===== src/sv/esh_pkg.sv =====
package esh_pkg;

    localparam int          CACHE_DEPTH_DEF = 16;
    localparam logic [15:0] TTL_RESET       = 16'd1000;
    localparam logic [63:0] FNV_BASIS       = 64'hcbf29ce484222325;

    localparam logic [1:0] OP_CHECK  = 2'd0;
    localparam logic [1:0] OP_RECORD = 2'd1;
    localparam logic [1:0] OP_CLEAR  = 2'd2;

    typedef struct packed {
        logic [1:0]  operation;
        logic [7:0]  data_byte;
        logic        last_byte;
        logic [47:0] now_ms;
    } in_item_t;

    typedef struct packed {
        logic        echo_seen;
        logic [63:0] payload_hash;
    } out_item_t;

    typedef struct packed {
        logic drop;
        logic shift;
        logic clear;
    } cell_cmd_t;

    typedef enum logic [1:0] {
        ST_IDLE,
        ST_PURGE,
        ST_LOOKUP,
        ST_EMIT
    } state_t;

endpackage


===== src/sv/esh_hash.sv =====
module esh_hash (
    input  logic        aclk,
    input  logic        aresetn,
    input  logic        fold_en,
    input  logic        last_byte,
    input  logic [7:0]  data_byte,
    output logic [63:0] hash_fold
);
    import esh_pkg::*;

    logic [63:0] running_hash_reg;
    logic [63:0] running_hash_next;
    logic [63:0] mix;

    // The FNV prime is 2^40 + 0x1b3, so the product is a short sum of shifts.
    assign mix       = running_hash_reg ^ {56'd0, data_byte};
    assign hash_fold = (mix << 40) + (mix << 8) + (mix << 7) + (mix << 5)
                     + (mix << 4) + (mix << 1) + mix;

    always_comb begin
        running_hash_next = running_hash_reg;
        if (fold_en) begin
            running_hash_next = last_byte ? FNV_BASIS : hash_fold;
        end
    end

    always_ff @(posedge aclk) begin
        if (!aresetn) begin
            running_hash_reg <= FNV_BASIS;
        end else begin
            running_hash_reg <= running_hash_next;
        end
    end

endmodule


===== src/sv/esh_cell.sv =====
module esh_cell (
    input  logic                aclk,
    input  logic                aresetn,
    input  esh_pkg::cell_cmd_t  cmd,
    input  logic [63:0]         key_hash,
    input  logic [47:0]         now_ms,
    input  logic [15:0]         ttl_ms,
    input  logic [63:0]         prev_hash,
    input  logic [47:0]         prev_time,
    input  logic                prev_valid,
    input  logic                next_valid,
    output logic [63:0]         hash_q,
    output logic [47:0]         time_q,
    output logic                valid_q,
    output logic                match,
    output logic                oldest_stale
);
    import esh_pkg::*;

    logic [63:0] hash_reg;
    logic [47:0] time_reg;
    logic        valid_reg;
    logic        valid_next;
    logic [48:0] age;
    logic        stale;

    // A borrow means time went backwards; such an entry counts as fresh.
    assign age          = {1'b0, now_ms} - {1'b0, time_reg};
    assign stale        = !age[48] && (age[47:0] > {32'd0, ttl_ms});
    assign oldest_stale = valid_reg && !next_valid && stale;
    assign match        = valid_reg && (hash_reg == key_hash);

    assign hash_q  = hash_reg;
    assign time_q  = time_reg;
    assign valid_q = valid_reg;

    always_comb begin
        valid_next = valid_reg;
        if (cmd.clear) begin
            valid_next = 1'b0;
        end else if (cmd.shift) begin
            valid_next = prev_valid;
        end else if (cmd.drop && oldest_stale) begin
            valid_next = 1'b0;
        end
    end

    always_ff @(posedge aclk) begin
        if (!aresetn) begin
            valid_reg <= 1'b0;
        end else begin
            valid_reg <= valid_next;
        end
    end

    always_ff @(posedge aclk) begin
        if (cmd.shift && !cmd.clear) begin
            hash_reg <= prev_hash;
            time_reg <= prev_time;
        end
    end

endmodule


===== src/sv/echo_suppress_hash_cache.sv =====
// Recent-payload filter. Payload bytes stream in one per cycle and fold into a
// running FNV-1a 64-bit hash; the request that carries the last byte produces
// one result with the final hash. The store is a chain of CACHE_DEPTH cells,
// newest entry in cell 0 and oldest at the end of the filled run; a record,
// or a check that finds no match, shifts the whole chain by one, dropping the
// oldest entry when full. After a last byte the input stalls through PURGE,
// LOOKUP and EMIT; a check purges up to CACHE_DEPTH stale entries, one per
// cycle from the oldest end, and EMIT holds while the previous result still
// sits untaken in the output register; the result then waits in that register
// while the next payload's bytes are taken. Entries older than ttl_ms (written
// through the cfg port, reset value 1000) are stale.
module echo_suppress_hash_cache #(
    parameter int CACHE_DEPTH = esh_pkg::CACHE_DEPTH_DEF
) (
    input  logic                aclk,
    input  logic                aresetn,
    input  logic                s_valid,
    output logic                s_ready,
    input  esh_pkg::in_item_t   s_item,
    output logic                m_valid,
    input  logic                m_ready,
    output esh_pkg::out_item_t  m_item,
    input  logic                cfg_valid,
    output logic                cfg_ready,
    input  logic [15:0]         cfg_data
);
    import esh_pkg::*;

    state_t      state_reg;
    state_t      state_next;
    logic [15:0] ttl_reg;
    logic [1:0]  op_reg;
    logic [63:0] hash_reg;
    logic [47:0] now_reg;
    logic        seen_reg;
    logic        seen_next;
    logic        m_valid_reg;
    out_item_t   m_item_reg;
    logic        load_out;
    logic        in_accept;
    logic [63:0] hash_fold;
    cell_cmd_t   cmd;

    logic [63:0]            cell_hash [CACHE_DEPTH];
    logic [47:0]            cell_time [CACHE_DEPTH];
    logic [CACHE_DEPTH-1:0] cell_valid;
    logic [CACHE_DEPTH-1:0] cell_match;
    logic [CACHE_DEPTH-1:0] cell_stale;
    logic                   any_match;
    logic                   any_stale;

    assign s_ready   = (state_reg == ST_IDLE);
    assign in_accept = s_valid && s_ready;
    assign cfg_ready = 1'b1;
    assign m_valid   = m_valid_reg;
    assign m_item    = m_item_reg;
    assign any_match = |cell_match;
    assign any_stale = |cell_stale;

    esh_hash u_hash (
        .aclk      (aclk),
        .aresetn   (aresetn),
        .fold_en   (in_accept),
        .last_byte (s_item.last_byte),
        .data_byte (s_item.data_byte),
        .hash_fold (hash_fold)
    );

    for (genvar i = 0; i < CACHE_DEPTH; i++) begin : g_cell
        logic [63:0] prev_hash;
        logic [47:0] prev_time;
        logic        prev_valid;
        logic        next_valid;

        if (i == 0) begin : g_head
            assign prev_hash  = hash_reg;
            assign prev_time  = now_reg;
            assign prev_valid = 1'b1;
        end else begin : g_body
            assign prev_hash  = cell_hash[i-1];
            assign prev_time  = cell_time[i-1];
            assign prev_valid = cell_valid[i-1];
        end

        if (i == CACHE_DEPTH - 1) begin : g_tail
            assign next_valid = 1'b0;
        end else begin : g_inner
            assign next_valid = cell_valid[i+1];
        end

        esh_cell u_cell (
            .aclk         (aclk),
            .aresetn      (aresetn),
            .cmd          (cmd),
            .key_hash     (hash_reg),
            .now_ms       (now_reg),
            .ttl_ms       (ttl_reg),
            .prev_hash    (prev_hash),
            .prev_time    (prev_time),
            .prev_valid   (prev_valid),
            .next_valid   (next_valid),
            .hash_q       (cell_hash[i]),
            .time_q       (cell_time[i]),
            .valid_q      (cell_valid[i]),
            .match        (cell_match[i]),
            .oldest_stale (cell_stale[i])
        );
    end

    always_comb begin
        state_next = state_reg;
        cmd        = '0;
        seen_next  = seen_reg;
        load_out   = 1'b0;
        case (state_reg)
            ST_IDLE: begin
                if (in_accept && s_item.last_byte) begin
                    state_next = ST_PURGE;
                end
            end
            ST_PURGE: begin
                // Only check requests purge; the oldest stale cell drops each cycle.
                if (op_reg == OP_CHECK && any_stale) begin
                    cmd.drop = 1'b1;
                end else begin
                    state_next = ST_LOOKUP;
                end
            end
            ST_LOOKUP: begin
                seen_next  = 1'b0;
                state_next = ST_EMIT;
                case (op_reg)
                    OP_CHECK: begin
                        seen_next = any_match;
                        cmd.shift = !any_match;
                    end
                    OP_RECORD: begin
                        cmd.shift = 1'b1;
                    end
                    OP_CLEAR: begin
                        cmd.clear = 1'b1;
                    end
                    default: begin
                    end
                endcase
            end
            ST_EMIT: begin
                if (!m_valid_reg || m_ready) begin
                    load_out   = 1'b1;
                    state_next = ST_IDLE;
                end
            end
            default: begin
                state_next = ST_IDLE;
            end
        endcase
    end

    always_ff @(posedge aclk) begin
        if (!aresetn) begin
            state_reg   <= ST_IDLE;
            ttl_reg     <= TTL_RESET;
            m_valid_reg <= 1'b0;
        end else begin
            state_reg <= state_next;
            if (cfg_valid && cfg_ready) begin
                ttl_reg <= cfg_data;
            end
            if (load_out) begin
                m_valid_reg <= 1'b1;
            end else if (m_ready) begin
                m_valid_reg <= 1'b0;
            end
        end
    end

    always_ff @(posedge aclk) begin
        seen_reg <= seen_next;
        if (in_accept && s_item.last_byte) begin
            op_reg   <= s_item.operation;
            now_reg  <= s_item.now_ms;
            hash_reg <= hash_fold;
        end
        if (load_out) begin
            m_item_reg.echo_seen    <= seen_reg;
            m_item_reg.payload_hash <= hash_reg;
        end
    end

`ifndef NO_ASSERTIONS
    // Filled cells always form one run that starts at the head of the chain.
    a_valid_run: assert property (@(posedge aclk) disable iff (!aresetn)
        ((cell_valid + 1'b1) & cell_valid) == '0)
        else $error("cache cells do not form a contiguous run");

    a_clear_empties: assert property (@(posedge aclk) disable iff (!aresetn)
        (state_reg == ST_LOOKUP && op_reg == OP_CLEAR) |=> (cell_valid == '0))
        else $error("clear request left entries in the cache");

    a_record_head: assert property (@(posedge aclk) disable iff (!aresetn)
        (state_reg == ST_LOOKUP && op_reg == OP_RECORD)
            |=> (cell_valid[0] && cell_hash[0] == $past(hash_reg)))
        else $error("recorded hash missing from the head cell");

    a_no_input_while_busy: assert property (@(posedge aclk) disable iff (!aresetn)
        (state_reg == ST_PURGE || state_reg == ST_LOOKUP) |=> !$past(in_accept))
        else $error("input accepted during cache processing");
`endif

endmodule

===== config.mk =====
export PLATFORM = sky130hd
export DESIGN_NAME = echo_suppress_hash_cache
export DESIGN_NICKNAME = d
export VERILOG_FILES = /design/src/sv/esh_pkg.sv /design/src/sv/esh_hash.sv /design/src/sv/esh_cell.sv /design/src/sv/echo_suppress_hash_cache.sv
export SDC_FILE = /design/constraint.sdc
export NUM_CORES = 2
export LEC_CHECK = 0
export BUFFER_PORTS_ARGS = -buffer_cell sky130_fd_sc_hd__buf_2
export CAP_MARGIN = 0
export CORE_ASPECT_RATIO = 1.75
export CORE_MARGIN = 2
export CORE_UTILIZATION = 46
export CTS_CLUSTER_DIAMETER = 50
export DETAILED_ROUTE_END_ITERATION = 6
export PLACE_DENSITY = 0.61
export SLEW_MARGIN = 25
export SYNTH_ARGS = -nofsm -noshare
export SYNTH_HDL_FRONTEND = slang
export SYNTH_SLANG_ARGS = --single-unit

===== constraint.sdc =====
create_clock -name aclk -period 58.1 [get_ports aclk]
set_input_delay 14.525 -clock aclk [delete_from_list [all_inputs] [get_ports aclk]]
set_output_delay 14.525 -clock aclk [all_outputs]
set_load 0.01 [all_outputs]

* After elaboration in Yosys (flattened, before gate mapping) *
Index checks and enable logic that the tools add are counted.

word-level totals
  bits in registers = 2071
  bits of input ports = 80
  logic and storage cells = 309

cells by class
  mux-type cells = 46
  bitwise logic cells = 2
  $add $sub $neg = 22
  $lt $le $gt $ge = 16
  equality and inequality tests = 24
  reduce and logical (&&, ||, !) cells = 141

operators by type and width
  cell                number
  $eq 64x64->1        16
  $sub 48x48->49      16
  $gt 48x16->1        16
  $add 64x64->64      6
  $logic_and 1x1->1   83
  $mux 64             1
  $xor 64x8->64       1
  $mux 1              39
  $logic_not 1->1     34
  $reduce_bool 2->1   17
  $reduce_or 16->1    2
  $mux 2              4
  $pmux 2 s4          1
  $eq 2x2->1 const B  3
  $eq 2x1->1 const B  2
  $logic_not 2->1     2
  $ne 2x2->1 const B  2
  $reduce_and 3->1    1
  $ne 2x1->1 const B  1
  $pmux 1 s2          1
  $reduce_or 2->1     1
  $logic_or 1x1->1    1
  $not 1->1           1

* Logic depth before layout (Yosys ltp) *
  word-level depth = 11
  gate-level depth with buffers = 29
  mapped depth without buffers = 29

* Cells and area by module *
From an unflattened synthesis, not the netlist that was laid out.

unflattened totals
  cells, all modules = 14228
  area, all modules = 143483.9 um^2

by module, submodules not included
  module                            times used  cells each  area each (um^2)  sequential area each (um^2)
  esh_cell (g_cell[10].u_cell ...)  9           781         7753.7            3383.2
  esh_cell (g_cell[0].u_cell ...)   5           779         7694.9            3383.2
  esh_cell (g_cell[8].u_cell ...)   2           802         7990.2            3383.2
  esh_hash                          1           1417        12871.1           1281.2
  echo_suppress_hash_cache          1           283         6374.9            5785.5

* Worst setup path before layout *
No wires, ideal clock.

  kind = register to register
  start point = reg hash_reg[1], in the netlist g_cell[0].prev_hash[1]
  end point = reg g_cell[11].u_cell.valid_reg
  required time = 57920 ps
  cell stages (with the launch flop) = 15
  library setup time = 180 ps
  setup slack = 4652 ps
  arrival = 53269 ps
  cell sequence = edfxtp_1 clkbuf_1 buf_1 xor2_1 a221oi_1 o2111ai_1 nor4_1 nand4_1 o41ai_1 a221oi_1 a31oi_1 nor3b_1 clkbuf_1 a21oi_1 nor2_1

on the way
  cells in the longest elaborated chain, start to end = 7

ends and longest elaborated chain
  item                                                line                             source
  start, declared                                     echo_suppress_hash_cache.sv:33   logic [63:0] hash_reg;
  start signal, assigned                              echo_suppress_hash_cache.sv:182  hash_reg <= hash_fold;
  $eq 64x64->1                                        esh_cell.sv:31                   assign match = valid_reg && (hash_reg == key_hash);
  $logic_and 1x1->1                                   esh_cell.sv:31
  $reduce_or 16->1 (*)                                echo_suppress_hash_cache.sv:57   assign any_match = |cell_match;
  $logic_not 1->1 (*)                                 echo_suppress_hash_cache.sv:135  cmd.shift = !any_match;
  $pmux 1 s2 (*)                                      echo_suppress_hash_cache.sv:132  case (op_reg)
  $mux 2 (*)                                          echo_suppress_hash_cache.sv:115  case (state_reg)
  $mux 1 / $reduce_bool 2->1 (equally long branches)  -
  end signal, assigned                                esh_cell.sv:52                   valid_reg <= valid_next;
  end, declared                                       esh_cell.sv:22                   logic valid_reg;

Mark *: on every way between the ends. The rest lies on a longest branch, timed or not.
A chain may end at the register's enable or synchronous reset.

* Final worst setup path *
  start point = in s_item[53] (netlist name)
  end point = reg u_hash.running_hash_reg[59]

on the way
  cells in the longest elaborated chain, start to end = 8

ends and longest elaborated chain
  item                          line                            source
  start, declared               echo_suppress_hash_cache.sv:19  input esh_pkg::in_item_t s_item,
  $xor 64x8->64 (*)             esh_hash.sv:16                  assign mix = running_hash_reg ^ {56'd0, data_byte};
  $add 64x64->64 (3 in series)  esh_hash.sv:17                  assign hash_fold = (mix << 40) + (mix << 8) + (mix << 7) + (mix << 5)
  $add 64x64->64 (2 in series)  esh_hash.sv:18                  + (mix << 4) + (mix << 1) + mix;
  $add 64x64->64 (*)            esh_hash.sv:18
  named net hash_fold[59]       echo_suppress_hash_cache.sv:41  logic [63:0] hash_fold;
  $mux 64 (*)                   esh_hash.sv:23                  running_hash_next = last_byte ? FNV_BASIS : hash_fold;
  end signal, assigned          esh_hash.sv:31                  running_hash_reg <= running_hash_next;
  end, declared                 esh_hash.sv:11                  logic [63:0] running_hash_reg;

The timed path passes the listed nets; every way through them passes the cells marked *.

==> flow_summary.yaml <==
critical_path:
  critPathMaxStageDelay_ns: 0.84
  worstPathArrival_ns: 21.90
  path_buf_inv: 4
  path_class: "in2reg"
  startpoint_type: "input pin"
  cp.required_ns: 58.91
  end_kind: "flip-flop"
  cp_max_fo: 5
  critPathSlowestCell: "a2111oi_1"
  ff2ff_setup_slack_ns: 48.49
  cpLargestDelayFamily: "compound AO/OA/AOI/OAI gates"
logic_synthesis:
  async_flop_share: 0
  synth_area_um2: 141000
  yosys_warnings: 0
  synth.ff_latch_count: 2071
  synth_edf_count: 1972
  synth_commonest_cells: "1972 x edfxtp_1, 1489 x inv_1, 1134 x ha_1"
  yosysTopAreaCell: "edfxtp_1"
  synth_cells: 13800
  yosysMostFrequentCell: "edfxtp_1"
  seq_area_frac_synth: 0.434
  synth_nets: 15300
  synth.top_cell.area_share: 0.420
  synthTopCellsByArea: "edfxtp_1 42%, ha_1 10%, xnor2_1 4.7%"
  yosys_most_used_dff: "edfxtp_1"
  avgSynthCellArea_um2: 10.2
  synth_cell_types: 110
drt:
  wl_per_cell_um: 34.3
  vias_per_cell: 6.38
  drt_iter0_drc: 9310
  routed_wl_mm: 624
  drt-pass1-iter-count: 7
  drc: 7
  ant_nets: 0
  num_vias: 116000
floorplan:
  placementRows: 268
  ios: 148
  core_area_um2: 305000
  start_util: 0.462
  die_h_um: 736
  die_area_um2: 311000
  die_x_um: 422
global_route:
  grt_max_degree: 167
  track_usage: 0.395
  grt_pass1_vias: 120000
  grt_pass1_wl_mm: 866
  antenna_found_initial: 26
  grt-ovfl-total: 0
clock_network:
  htree_levels: 4
  ctsResizeCount: 0
  cts_buffer_depth: 4
  cts_tree: "built"
  cts_post_setup_buffers_inserted: 0
  root_buffer: "clkbuf_16"
  numCtsBuffers: 231
  hold_buffers: 0
  clk_latency_ns: 1.04
  path_clk_slew_ns: 0.08
  cts_sinks: 2071
timing:
  drv_slew: 0
  finalHoldViolCount: 0
  setup_violations: 0
  layout_setup_ws_ns: 37.02
  relSlewSlack: 0.135
  setup_tns_ns: 0
  period_minus_slack_ns: 21.08
  rsz0062_at_grt: "false"
  fmaxAchievable_mhz: 47.4
  min_period_over_period: 0.363
  clock_skew_ns: 0.154
  tightest_slew_ns: 1.30
power_and_ir_drop:
  p_int_mw: 4.78
  power.switching_mw: 4.28
  switching_share: 0.473
  irDropWorstVdd_v: 0.0000867
  seqPwrFrac: 0.243
  pwr-share-comb: 0.581
  leakagePower_nw: 60.7
  power.share.clock: 0.177
  powerDensity_nw_per_um2: 58.4
cells_and_area:
  largest_register_ffs: 1024
  syn2layout_area_growth_pct: 10.2
  drive_gt1_frac: 0.0677
  nets: 15400
status:
  violations: "DRC"
  status: "complete, but fails checks"
place:
  dp_hpwl_mm: 494
  place_ws_ns: 36.21
  portBuffers: 146
  gp_congestion: 1.06
worst_hold_path:
  hold_path.class: "reg2reg"
flow_run:
  cap_violations: 0
path summary, 6_finish.rpt:
path,from,depth (start not counted),end
setup / recovery,s_item[53],28,u_hash.running_hash_reg[59]$_SDFFE_PN1P_
hold / removal,g_cell[14].u_cell.hash_q[54]$_DFFE_PP_,0,g_cell[15].u_cell.hash_q[54]$_DFFE_PP_
setup reg to reg,g_cell[0].prev_time[0]$_DFFE_PP_,28,state_reg[1]$_SDFFE_PN0P_
hold reg to reg,g_cell[14].u_cell.hash_q[54]$_DFFE_PP_,0,g_cell[15].u_cell.hash_q[54]$_DFFE_PP_
power groups by stage:
stage                     clock [mW]  combinational [mW]  sequential [mW]
final                           1.60                5.26             2.20
after global routing            1.65                5.64             2.21
after CTS                       1.60                5.16             2.20
after detailed placement           0                5.13             2.23
after global placement             0                5.12             2.23
after floorplan                    0                3.44             2.56
layer usage:
| layer | vias up | share of wire | global-route usage |
|---|---|---|---|
| met5 | - | 0.00018 | 0.000309 |
| li1 | 51200 | - | - |
| met3 | 3088 | 0.056 | 0.0749 |
| met1 | 56600 | 0.27 | 0.312 |
| met2 | 5378 | 0.52 | 0.734 |
| met4 | 14 | 0.15 | 0.480 |
metrics by stage:
stage | util | cells | hold WS, ns | cell area [um^2] | power, mW
finish | 0.509 | 18200 | 0.362 | 155000 | 9.06
global route | 0.509 | 18200 | 0.381 | 155000 | 9.50
CTS | 0.508 | 18200 | 0.356 | 155000 | 8.96
detailed placement | 0.482 | 17800 | 0.432 | 147000 | 7.36
global placement | 0.482 | 17800 | 0.429 | 147000 | 7.34
floorplan | - | 13800 | 0.400 | 141000 | 6.00
layout make-up:
cell class                 instances  area [um^2]
clock buffer                     265         6120
antenna                           36         90.1
inverter                        1494         5610
tap                             4050         5070
sequential                      2071        61200
timing repair buffer             402         2760
fill                           28200       150000
multi-input combinational       9742        72500
clock inverter                   160         1950
placed cells by master, fill, tap and decap left out, types with 99 or more instances in the layout:
| cell type | n |
|---|---|
| a211oi_1 | 108 |
| a21o_1 | 301 |
| a21oi_1 | 1050 |
| a31oi_1 | 121 |
| buf_2 | 146 |
| buf_4 | 243 |
| clkbuf_16 | 239 |
| dfxtp_1 | 99 |
| edfxtp_1 | 1972 |
| fa_1 | 267 |
| ha_1 | 1134 |
| inv_1 | 1488 |
| nand2_1 | 848 |
| nand2b_1 | 136 |
| nand3_1 | 280 |
| nand4_1 | 442 |
| nor2_1 | 678 |
| nor2b_1 | 164 |
| nor3_1 | 208 |
| nor4_1 | 207 |
| o211ai_1 | 141 |
| o21a_1 | 196 |
| o21ai_0 | 573 |
| o21bai_1 | 111 |
| o22ai_1 | 118 |
| xnor2_1 | 764 |
| xor2_1 | 532 |
cells by family (layout without fill, tap and decap cells):
group | Yosys count | count (layout) | synth area share
compound gates | 3564 | 3564 | 0.165
other cells | 1 | 37 | 0.0000266
buf+inv | 1980 | 2321 | 0.0536
simple gates | 3393 | 3393 | 0.122
xor+xnor | 1298 | 1298 | 0.0806
fa+ha+maj | 1401 | 1401 | 0.139
mux | 85 | 85 | 0.00615
flops | 2071 | 2071 | 0.434
(Power assumes the default switching activity.)
